`src/rtl/core/nig_pkg.sv`:
```
// shared constants, command and status types for the nonce index replay guard
package nig_pkg;

  localparam int unsigned INDEX_COUNT = 1024;
  localparam int unsigned SLOT_COUNT  = 64;
  localparam int unsigned IDX_W       = $clog2(INDEX_COUNT);
  localparam int unsigned SLOT_W      = $clog2(SLOT_COUNT);
  localparam int unsigned TICK_W      = 32;
  localparam int unsigned CNT_W       = $clog2(TICK_W);
  localparam int unsigned EXP_W       = 6;
  localparam int unsigned NIDX_W      = 11;

  localparam logic [EXP_W-1:0] EXPIRE_RESET = EXP_W'(30);

  // action codes
  localparam logic ACT_RESERVE = 1'b0;
  localparam logic ACT_CHECK   = 1'b1;

  // controller to datapath commands
  typedef struct packed {
    logic clear_step;
    logic load;
    logic div_step;
    logic stamp_init;
    logic stamp_step;
    logic mark_rd;
    logic res_decide;
    logic chk_rd;
    logic chk_decide;
    logic out_load;
  } nig_cmd_t;

  // datapath to controller status
  typedef struct packed {
    logic clear_done;
    logic div_last;
    logic stamp_done;
  } nig_stat_t;

endpackage

```
`src/rtl/core/nig_if.sv`:
```
// request, response and configuration channel interfaces
interface nig_req_if;
  logic                            valid;
  logic                            ready;
  logic                            action;
  logic [nig_pkg::TICK_W-1:0]      tick_seconds;
  logic [nig_pkg::NIDX_W-1:0]      nonce_index;
  modport source (output valid, action, tick_seconds, nonce_index, input ready);
  modport sink   (input valid, action, tick_seconds, nonce_index, output ready);
endinterface

interface nig_rsp_if;
  logic                            valid;
  logic                            ready;
  logic                            ok;
  logic [nig_pkg::IDX_W-1:0]       granted_index;
  modport source (output valid, ok, granted_index, input ready);
  modport sink   (input valid, ok, granted_index, output ready);
endinterface

interface nig_cfg_if;
  logic                            valid;
  logic                            ready;
  logic [nig_pkg::EXP_W-1:0]       expire_seconds;
  modport source (output valid, expire_seconds, input ready);
  modport sink   (input valid, expire_seconds, output ready);
endinterface

```
`src/rtl/core/nig_ctrl.sv`:
```
// sequencing state machine for the replay guard
module nig_ctrl (
  input  logic              clk_i,
  input  logic              rst_ni,
  input  logic              in_valid_i,
  input  logic              in_action_i,
  output logic              in_ready_o,
  output logic              out_valid_o,
  input  logic              out_ready_i,
  output nig_pkg::nig_cmd_t cmd_o,
  input  nig_pkg::nig_stat_t st_i
);
  import nig_pkg::*;

  localparam logic [3:0] S_CLEAR   = 4'd0;
  localparam logic [3:0] S_IDLE    = 4'd1;
  localparam logic [3:0] S_DIV     = 4'd2;
  localparam logic [3:0] S_SETUP   = 4'd3;
  localparam logic [3:0] S_STAMP   = 4'd4;
  localparam logic [3:0] S_MARK    = 4'd5;
  localparam logic [3:0] S_RES_DEC = 4'd6;
  localparam logic [3:0] S_CHK_RD  = 4'd7;
  localparam logic [3:0] S_CHK_DEC = 4'd8;
  localparam logic [3:0] S_DONE    = 4'd9;

  logic [3:0] state_q, state_d;
  logic       out_valid_q, out_valid_d;

  // next state and commands
  always_comb begin
    state_d    = state_q;
    cmd_o      = '0;
    in_ready_o = 1'b0;
    case (state_q)
      S_CLEAR: begin
        cmd_o.clear_step = 1'b1;
        if (st_i.clear_done) state_d = S_IDLE;
      end
      S_IDLE: begin
        in_ready_o = 1'b1;
        if (in_valid_i) begin
          cmd_o.load = 1'b1;
          state_d = (in_action_i == ACT_RESERVE) ? S_DIV : S_CHK_RD;
        end
      end
      S_DIV: begin
        cmd_o.div_step = 1'b1;
        if (st_i.div_last) state_d = S_SETUP;
      end
      S_SETUP: begin
        cmd_o.stamp_init = 1'b1;
        state_d = S_STAMP;
      end
      S_STAMP: begin
        if (st_i.stamp_done) state_d = S_MARK;
        else cmd_o.stamp_step = 1'b1;
      end
      S_MARK: begin
        cmd_o.mark_rd = 1'b1;
        state_d = S_RES_DEC;
      end
      S_RES_DEC: begin
        cmd_o.res_decide = 1'b1;
        state_d = S_DONE;
      end
      S_CHK_RD: begin
        cmd_o.chk_rd = 1'b1;
        state_d = S_CHK_DEC;
      end
      S_CHK_DEC: begin
        cmd_o.chk_decide = 1'b1;
        state_d = S_DONE;
      end
      S_DONE: begin
        if (!out_valid_q || out_ready_i) begin
          cmd_o.out_load = 1'b1;
          state_d = S_IDLE;
        end
      end
      default: state_d = S_CLEAR;
    endcase
  end

  // output valid flag
  always_comb begin
    out_valid_d = out_valid_q;
    if (out_ready_i) out_valid_d = 1'b0;
    if (cmd_o.out_load) out_valid_d = 1'b1;
  end

  always_ff @(posedge clk_i or negedge rst_ni) begin
    if (!rst_ni) begin
      state_q     <= S_CLEAR;
      out_valid_q <= 1'b0;
    end else begin
      state_q     <= state_d;
      out_valid_q <= out_valid_d;
    end
  end

  assign out_valid_o = out_valid_q;

endmodule

```
`src/rtl/core/nig_dp.sv`:
```
// datapath: tick modulo unit, slot marks, used bits, ring pointer and result
module nig_dp (
  input  logic                         clk_i,
  input  logic                         rst_ni,
  input  logic [nig_pkg::TICK_W-1:0]   tick_i,
  input  logic [nig_pkg::NIDX_W-1:0]   nidx_i,
  input  logic                         cfg_we_i,
  input  logic [nig_pkg::EXP_W-1:0]    cfg_data_i,
  input  nig_pkg::nig_cmd_t            cmd_i,
  output nig_pkg::nig_stat_t           st_o,
  output logic                         ok_o,
  output logic [nig_pkg::IDX_W-1:0]    gidx_o
);
  import nig_pkg::*;

  // configuration register
  logic [EXP_W-1:0] expire_q;
  always_ff @(posedge clk_i or negedge rst_ni) begin
    if (!rst_ni) expire_q <= EXPIRE_RESET;
    else if (cfg_we_i) expire_q <= cfg_data_i;
  end

  logic [EXP_W:0] mod_m;
  assign mod_m = {1'b0, expire_q} + (EXP_W+1)'(1);

  // clearing pass counter
  logic [IDX_W:0] clr_q;
  always_ff @(posedge clk_i or negedge rst_ni) begin
    if (!rst_ni) clr_q <= '0;
    else if (cmd_i.clear_step && !clr_q[IDX_W]) clr_q <= clr_q + (IDX_W+1)'(1);
  end

  // item registers
  logic [TICK_W-1:0] tick_q;
  logic [NIDX_W-1:0] nidx_q;
  always_ff @(posedge clk_i) begin
    if (cmd_i.load) begin
      tick_q <= tick_i;
      nidx_q <= nidx_i;
    end
  end

  // restoring modulo, one tick bit per cycle
  logic [CNT_W-1:0]  cnt_q;
  logic [SLOT_W-1:0] rem_q;
  logic [SLOT_W:0]   rem_sh;
  assign rem_sh = {rem_q, tick_q[cnt_q]};
  always_ff @(posedge clk_i) begin
    if (cmd_i.load) begin
      cnt_q <= CNT_W'(TICK_W-1);
      rem_q <= '0;
    end else if (cmd_i.div_step) begin
      cnt_q <= cnt_q - CNT_W'(1);
      if (rem_sh >= mod_m) rem_q <= SLOT_W'(rem_sh - mod_m);
      else rem_q <= rem_sh[SLOT_W-1:0];
    end
  end

  // ring pointer and slot state
  logic              started_q;
  logic [IDX_W:0]    nf_q;
  logic [SLOT_W-1:0] last_q;
  logic [SLOT_W:0]   ptr_q;

  // stamp value: empty when the ring pointer is zero
  logic              stamp_live;
  logic [IDX_W-1:0]  stamp_val;
  assign stamp_live = (nf_q != '0);
  assign stamp_val  = nf_q[IDX_W] ? {IDX_W{1'b1}} : IDX_W'(nf_q - (IDX_W+1)'(1));

  // slot mark memory with valid bits
  logic [IDX_W:0]        mark_mem [SLOT_COUNT];
  logic [SLOT_COUNT-1:0] mark_vld_q;
  logic [IDX_W:0]        mark_rd_q;
  logic                  mark_vrd_q;
  logic [SLOT_W-1:0]     mark_addr;
  logic                  stamp_we;

  assign stamp_we  = cmd_i.stamp_step && (ptr_q < mod_m);
  assign mark_addr = cmd_i.mark_rd ? rem_q : last_q;

  always_ff @(posedge clk_i) begin
    if (stamp_we) mark_mem[ptr_q[SLOT_W-1:0]] <= {stamp_live, stamp_val};
    if (cmd_i.mark_rd || cmd_i.chk_rd) begin
      mark_rd_q  <= mark_mem[mark_addr];
    end
  end

  always_ff @(posedge clk_i or negedge rst_ni) begin
    if (!rst_ni) begin
      mark_vld_q <= '0;
      mark_vrd_q <= 1'b0;
    end else begin
      if (stamp_we) mark_vld_q[ptr_q[SLOT_W-1:0]] <= 1'b1;
      if (cmd_i.mark_rd || cmd_i.chk_rd) mark_vrd_q <= mark_vld_q[mark_addr];
    end
  end

  logic             mk_empty;
  logic [IDX_W-1:0] mk;
  assign mk_empty = !mark_vrd_q || !mark_rd_q[IDX_W];
  assign mk       = mark_rd_q[IDX_W-1:0];

  // stamp walk, divide and clearing status
  assign st_o.stamp_done = (ptr_q == {1'b0, rem_q});
  assign st_o.div_last   = (cnt_q == '0);
  assign st_o.clear_done = clr_q[IDX_W];

  // reserve decision
  logic             nf_full;
  logic             nf_gt;
  logic             res_grant;
  logic [IDX_W-1:0] res_idx;
  assign nf_full = nf_q[IDX_W];
  assign nf_gt   = nf_q > {1'b0, mk};
  assign res_idx = nf_full ? '0 : nf_q[IDX_W-1:0];
  always_comb begin
    if (mk_empty) res_grant = !nf_full;
    else if (nf_gt) res_grant = !(nf_full && mk == '0);
    else res_grant = (nf_q != {1'b0, mk});
  end

  // check decision
  logic used_rd_q;
  logic in_win;
  logic chk_ok;
  always_comb begin
    if (nf_q < {1'b0, mk}) in_win = ({1'b0, nidx_q[IDX_W-1:0]} >= {1'b0, mk}) ||
                                    ({1'b0, nidx_q[IDX_W-1:0]} <= nf_q);
    else in_win = ({1'b0, nidx_q[IDX_W-1:0]} >= {1'b0, mk}) &&
                  ({1'b0, nidx_q[IDX_W-1:0]} <= nf_q);
    if (!started_q || nidx_q[IDX_W]) chk_ok = 1'b0;
    else if (mk_empty) chk_ok = ({1'b0, nidx_q[IDX_W-1:0]} < nf_q);
    else chk_ok = in_win && !used_rd_q;
  end

  // used bit memory, one write port
  logic             used_mem [INDEX_COUNT];
  logic             used_we;
  logic [IDX_W-1:0] used_wa;
  logic             used_wd;
  always_comb begin
    used_we = 1'b0;
    used_wa = clr_q[IDX_W-1:0];
    used_wd = 1'b0;
    if (cmd_i.clear_step && !clr_q[IDX_W]) begin
      used_we = 1'b1;
    end else if (cmd_i.res_decide) begin
      used_we = res_grant;
      used_wa = res_idx;
    end else if (cmd_i.chk_decide) begin
      used_we = chk_ok;
      used_wa = nidx_q[IDX_W-1:0];
      used_wd = 1'b1;
    end
  end

  always_ff @(posedge clk_i) begin
    if (used_we) used_mem[used_wa] <= used_wd;
    if (cmd_i.chk_rd) used_rd_q <= used_mem[nidx_q[IDX_W-1:0]];
  end

  // ring pointer, last slot and stamp walk
  always_ff @(posedge clk_i or negedge rst_ni) begin
    if (!rst_ni) begin
      started_q <= 1'b0;
      nf_q      <= '0;
      last_q    <= '0;
      ptr_q     <= '0;
    end else begin
      if (cmd_i.stamp_init) begin
        if (!started_q) begin
          started_q <= 1'b1;
          nf_q      <= '0;
          ptr_q     <= {1'b0, rem_q};
        end else begin
          ptr_q     <= {1'b0, last_q};
        end
      end
      if (cmd_i.stamp_step) begin
        if (ptr_q >= mod_m) ptr_q <= '0;
        else ptr_q <= ptr_q + (SLOT_W+1)'(1);
      end
      if (cmd_i.mark_rd) last_q <= rem_q;
      if (cmd_i.res_decide) begin
        if (res_grant) nf_q <= {1'b0, res_idx} + (IDX_W+1)'(1);
        else if (!mk_empty && nf_full) nf_q <= '0;
      end
    end
  end

  // working result and output register
  logic             rok_q;
  logic [IDX_W-1:0] ridx_q;
  logic             ok_q;
  logic [IDX_W-1:0] gidx_q;
  always_ff @(posedge clk_i) begin
    if (cmd_i.res_decide) begin
      rok_q  <= res_grant;
      ridx_q <= res_grant ? res_idx : '0;
    end
    if (cmd_i.chk_decide) begin
      rok_q  <= chk_ok;
      ridx_q <= '0;
    end
    if (cmd_i.out_load) begin
      ok_q   <= rok_q;
      gidx_q <= ridx_q;
    end
  end

  assign ok_o   = ok_q;
  assign gidx_o = gidx_q;

endmodule

```
`src/rtl/core/nonce_index_replay_guard_unit.sv`:
```
// top level of the nonce index replay guard
// reserve: the bit-serial tick modulo, then the stamp walk of one slot per cycle,
//   then the slot mark read and the reserve decision produce the result
// check: a mark and used bit read, then the check decision; one request in work at a time
// after reset a clearing pass over the used bits runs before requests are taken
// the result register lets the next request in while a result waits
module nonce_index_replay_guard_unit (
  input  logic           clk_i,
  input  logic           rst_ni,
  nig_req_if.sink        req_i,
  nig_rsp_if.source      rsp_o,
  nig_cfg_if.sink        cfg_i
);
  import nig_pkg::*;

  nig_cmd_t  cmd;
  nig_stat_t st;

  // configuration always taken
  assign cfg_i.ready = 1'b1;

  nig_ctrl u_ctrl (
    .clk_i       (clk_i),
    .rst_ni      (rst_ni),
    .in_valid_i  (req_i.valid),
    .in_action_i (req_i.action),
    .in_ready_o  (req_i.ready),
    .out_valid_o (rsp_o.valid),
    .out_ready_i (rsp_o.ready),
    .cmd_o       (cmd),
    .st_i        (st)
  );

  nig_dp u_dp (
    .clk_i      (clk_i),
    .rst_ni     (rst_ni),
    .tick_i     (req_i.tick_seconds),
    .nidx_i     (req_i.nonce_index),
    .cfg_we_i   (cfg_i.valid),
    .cfg_data_i (cfg_i.expire_seconds),
    .cmd_i      (cmd),
    .st_o       (st),
    .ok_o       (rsp_o.ok),
    .gidx_o     (rsp_o.granted_index)
  );

endmodule
```
`src/flat_wrapper.sv`:
```
// flat-port wrapper written by rule: the top's interface ports become plain ports
module nonce_index_replay_guard_unit_flat import nig_pkg::*;
  (clk_i, rst_ni, req_i_valid, req_i_action, req_i_tick_seconds, req_i_nonce_index, req_i_ready, rsp_o_valid, rsp_o_ok, rsp_o_granted_index, rsp_o_ready, cfg_i_valid, cfg_i_expire_seconds, cfg_i_ready);
  nig_req_if req_i_i ();
  nig_rsp_if rsp_o_i ();
  nig_cfg_if cfg_i_i ();
  input  logic clk_i;
  input  logic rst_ni;
  input wire logic [$bits(req_i_i.valid)-1:0] req_i_valid;
  input wire logic [$bits(req_i_i.action)-1:0] req_i_action;
  input wire logic [$bits(req_i_i.tick_seconds)-1:0] req_i_tick_seconds;
  input wire logic [$bits(req_i_i.nonce_index)-1:0] req_i_nonce_index;
  output wire logic [$bits(req_i_i.ready)-1:0] req_i_ready;
  output wire logic [$bits(rsp_o_i.valid)-1:0] rsp_o_valid;
  output wire logic [$bits(rsp_o_i.ok)-1:0] rsp_o_ok;
  output wire logic [$bits(rsp_o_i.granted_index)-1:0] rsp_o_granted_index;
  input wire logic [$bits(rsp_o_i.ready)-1:0] rsp_o_ready;
  input wire logic [$bits(cfg_i_i.valid)-1:0] cfg_i_valid;
  input wire logic [$bits(cfg_i_i.expire_seconds)-1:0] cfg_i_expire_seconds;
  output wire logic [$bits(cfg_i_i.ready)-1:0] cfg_i_ready;
  assign req_i_i.valid = req_i_valid;
  assign req_i_i.action = req_i_action;
  assign req_i_i.tick_seconds = req_i_tick_seconds;
  assign req_i_i.nonce_index = req_i_nonce_index;
  assign req_i_ready = req_i_i.ready;
  assign rsp_o_valid = rsp_o_i.valid;
  assign rsp_o_ok = rsp_o_i.ok;
  assign rsp_o_granted_index = rsp_o_i.granted_index;
  assign rsp_o_i.ready = rsp_o_ready;
  assign cfg_i_i.valid = cfg_i_valid;
  assign cfg_i_i.expire_seconds = cfg_i_expire_seconds;
  assign cfg_i_ready = cfg_i_i.ready;
  nonce_index_replay_guard_unit u_core (.clk_i(clk_i), .rst_ni(rst_ni), .req_i(req_i_i), .rsp_o(rsp_o_i), .cfg_i(cfg_i_i));
endmodule
```
`config.mk`:
```
export PLATFORM = sky130hd
export DESIGN_NAME = nonce_index_replay_guard_unit_flat
export DESIGN_NICKNAME = d
export VERILOG_FILES = /design/src/rtl/core/nig_pkg.sv /design/src/rtl/core/nig_if.sv /design/src/rtl/core/nig_ctrl.sv /design/src/rtl/core/nig_dp.sv /design/src/rtl/core/nonce_index_replay_guard_unit.sv /design/src/flat_wrapper.sv
export SDC_FILE = /design/constraint.sdc
export NUM_CORES = 2
export LEC_CHECK = 0
export ABC_AREA = 0
export BUFFER_PORTS_ARGS = -buffer_cell sky130_fd_sc_hd__buf_2
export CAP_MARGIN = 15
export CORE_ASPECT_RATIO = 1.4
export CORE_MARGIN = 1.5
export CORE_UTILIZATION = 58
export CTS_CLUSTER_DIAMETER = 40
export DETAILED_ROUTE_END_ITERATION = 8
export PLACE_DENSITY = 0.74
export RECOVER_POWER = 100
export SYNTH_ARGS = -nofsm -noshare
export SYNTH_HDL_FRONTEND = slang
export SYNTH_SLANG_ARGS = --single-unit
```
`constraint.sdc`:
```
create_clock -name clk_i -period 53.1 [get_ports clk_i]
set_input_delay 5.31 -clock clk_i [delete_from_list [all_inputs] [get_ports clk_i]]
set_output_delay 5.31 -clock clk_i [all_outputs]
set_load 0.01 [all_outputs]
```
==> run metrics <==
Num CTS Buffers=183; pwr dens=32.5 nW/µm²; critical path arrival=19.63 ns; Clk pin slew, worst setup/hold paths=0.06 ns; postcts setup bufs=0; Die ar.=151000 µm²; FMAX=50.9 MHz; row count=167; # nets final=6215; P_leak=27.5 nW; final hold slack=0.437 ns; Final Cell Area=91300 µm²; Slew @ Worst Pin=9.61 ns; crit-path cells=nand2b_1, or3_1, clkinvlp_2, clkbuf_1, clkbuf_1, clkbuf_1, clkbuf_1, clkbuf_1; synth warn=0; max-slew violation count=2871; Hold-fix buffers, CTS=0; Max Buffers Root-to-Sink=3; CTS root buffer=clkbuf_16; die width=329 µm; Avg Cell Area, Syn=13.7 µm²; Area Growth Syn to Fin=5.65%; Post-synth EDFFs=1795; fin crit share=37.0%; CTS tree=yes; later-pin clock latency in the skew report=0.83 ns; Final setup viols=0; register area share after synthesis=66.1%; clock sinks=1928; grt total ovfl=0; crit-path max FO=231; Worst R2R Setup Slack=33.46 ns; dpl cell area=87500 µm²; vias in the first global route=53600; Peak VDD IR=33.1 µV; largest net degree at the start of global routing=232; initial antenna violation count=7; ANT nets after route=0; max_cap viols=43; WL per Instance=28.4 µm; Die Y=460 µm; Port Buf Inserts=67; setup TNS=0 ns; Initial Utilization=58.4%; WP data required=53.09 ns; dpl cells=7850; fraction of layout cells with a size suffix above 1=12.5%; clock skew=0.0358 ns; DR pass1 iterations=9; via count=54800; Post-route DRC=0; Vias/cell=6.68; Placer Congestion=0.857; Setup CP Type=reg2reg; status=finished with violations; gr usage total=30.6%; post-CTS sizing=0; dpl hpwl=125000 µm; first-pass GRT wire length=341000 µm; ys flop type=edfxtp_1; first-iteration detailed-routing DRC count=7525; RSZ-0062 raised after global routing=false; htree depth=4; #FFs+latches synth=1928; Mapped Area=86500 µm²; Final Hold Fails=0; Netlist cell types=83; Mapped Nets=6413; slew margin rel.=-540%; clock period minus worst slack=19.64 ns; Critical Path Start Type=flip-flop; ys async rst share=5.81%; Layout fillers=11200; peak per-stage delay on the critical path=6.13 ns; worst min path class=reg2reg; CP max-delay cell=clkbuf_1; Synth Instances=6306; routed wire length=233000 µm; Crit. End Element=flip-flop; Final Instance Count excl. Fillers=8209; IO Pins=69; core area=148000 µm²; failing checks=max-capacitance violations, max-slew violations; critical path's most frequent cell=clkbuf_1; fin util=61.7%
final timing paths:
path / startpoint / end / cells after the start
setup / recovery: u_core.u_ctrl.state_q[3] / u_core.u_dp.used_mem[393] / 8
hold / removal: u_core.u_dp.ridx_q[0] / u_core.u_dp.gidx_o[0] / 0
setup reg to reg: u_core.u_ctrl.state_q[3] / u_core.u_dp.used_mem[393] / 8
hold reg to reg: u_core.u_dp.ridx_q[0] / u_core.u_dp.gidx_o[0] / 0
max in group asynchronous: rst_ni / u_core.u_dp.nf_q[10] / 2
min in group asynchronous: rst_ni / u_core.u_dp.mark_vld_q[52] / 1
cell families (layout without fill, tap and decap cells):
family | Yosys count | in the layout | share of synthesized area (%)
AOI/OAI and AO/OA | 488 | 488 | 4.18
xor gates and xnor gates | 31 | 31 | 0.314
adders and majority gates | 52 | 52 | 0.761
buffers and inverters | 655 | 610 | 3.77
DFF | 1928 | 1928 | 66.1
muxes | 374 | 374 | 7.63
other | 1 | 6 | 0.00434
and+or+nand+nor | 2777 | 2777 | 17.3
layout make-up:
cell class              count  area (µm²)  area share (%)
flip-flops and latches   1928       57100            62.5
multi-input cells        3723       24300            26.6
clock buffers             223        4830            5.29
well taps                1943        2430            2.66
repair buffers            218        1230            1.34
clock inverters           115        1200            1.32
inverters                  54         213           0.233
diodes                      5        12.5          0.0137
critical path: cells and delay by family, from the launching register on:
kind | cells | cell delay [ns]
buffers and inverters | 6 | 17.08
DFF | 1 | 0.54
and+or+nand+nor | 2 | 0.76
cells in the final DEF (no fill, tap or decap), types with 14 or more instances in the layout:
cell type,synthesis,routed
o21ai_0,60,61
xnor2_1,22,22
clkinvlp_4,0,14
a31oi_1,21,21
inv_1,47,45
edfxtp_1,1795,1795
nand2_2,0,34
clkbuf_16,0,186
clkinv_1,3,33
nand2b_1,15,14
and3_1,64,64
a22oi_1,23,23
bufinv_16,0,20
a21oi_1,78,78
clkbuf_1,196,130
nand3_1,413,411
dfrtp_1,108,108
o221ai_1,49,49
nor3_2,403,28
nand2_1,925,891
nor2_1,147,149
mux2i_1,140,136
buf_4,33,70
buf_2,236,46
a311oi_1,135,135
nor3_1,660,1036
clkinv_2,0,26
dfxtp_1,21,21
mux4_2,226,226
ha_1,51,51
nor2b_1,19,20
o22ai_1,32,32
nand4_1,14,14
or2_2,66,66
sequential cells by signal (all words and copies together) (netlist names), 7 cells and up:
register                count
u_core.u_dp.used_mem     1024
u_core.u_dp.mark_mem      704
u_core.u_dp.nidx_q         11
u_core.u_dp.ptr_q           7
u_core.u_dp.ridx_q         10
u_core.u_dp.nf_q           11
u_core.u_dp.gidx_o         10
u_core.u_dp.clr_q          11
u_core.u_dp.tick_q         32
u_core.u_dp.mark_rd_q      11
u_core.u_dp.mark_vld_q     64
power breakdown:
group | internal [W] | switching (W)
clock | 0.000749 | 0.000575
combinational | 0.00000449 | 0.00000691
sequential | 0.00164 | 0.000000504
total | 0.00239 | 0.000582
metrics by stage:
| step | power, W | setup slack, ns |
|---|---|---|
| 3_5_place_dp | 0.00168 | 44.90 |
| 6_report | 0.00297 | 33.46 |
| 5_1_grt | 0.00303 | 32.29 |
| 2_1_floorplan | 0.00167 | 32.98 |
| 3_3_place_gp | 0.00168 | 44.94 |
| 4_1_cts | 0.00298 | 44.92 |
layer usage:
layer	up-vias	track usage, %	wire length [µm]
met4	4	18.9	16300
li1	23600	-	-
met2	3140	51.3	116000
met5	-	0	23
met1	27300	37.1	79600
met3	824	4.99	21000
synthesized netlist by cell type, drive strengths merged, types with 7 or more instances:
cell type / instances / area share [%]
nand2b: 15 / 0.11
a32oi: 8 / 0.081
dfrtp: 108 / 3.1
inv: 51 / 0.22
nand2: 925 / 4.0
xor2: 9 / 0.091
or3: 10 / 0.072
buf: 405 / 2.7
dfxtp: 21 / 0.49
a2111oi: 10 / 0.14
mux2i: 141 / 1.6
nor2: 150 / 0.67
a21oi: 78 / 0.45
nand4: 14 / 0.10
o21ai: 61 / 0.35
edfxtp: 1795 / 62
mux4: 226 / 5.9
o22ai: 32 / 0.23
mux2: 7 / 0.091
a211oi: 8 / 0.075
clkbuf: 196 / 0.85
a22oi: 23 / 0.20
xnor2: 22 / 0.22
and2: 12 / 0.087
or2: 66 / 0.48
nand3: 413 / 2.4
a31oi: 21 / 0.15
nor4: 11 / 0.080
nor2b: 20 / 0.15
a311oi: 135 / 1.4
nor3: 1064 / 8.5
ha: 51 / 0.74
o221ai: 49 / 0.50
and3: 64 / 0.46
No activity file was read; power rests on OpenSTA's default activity.
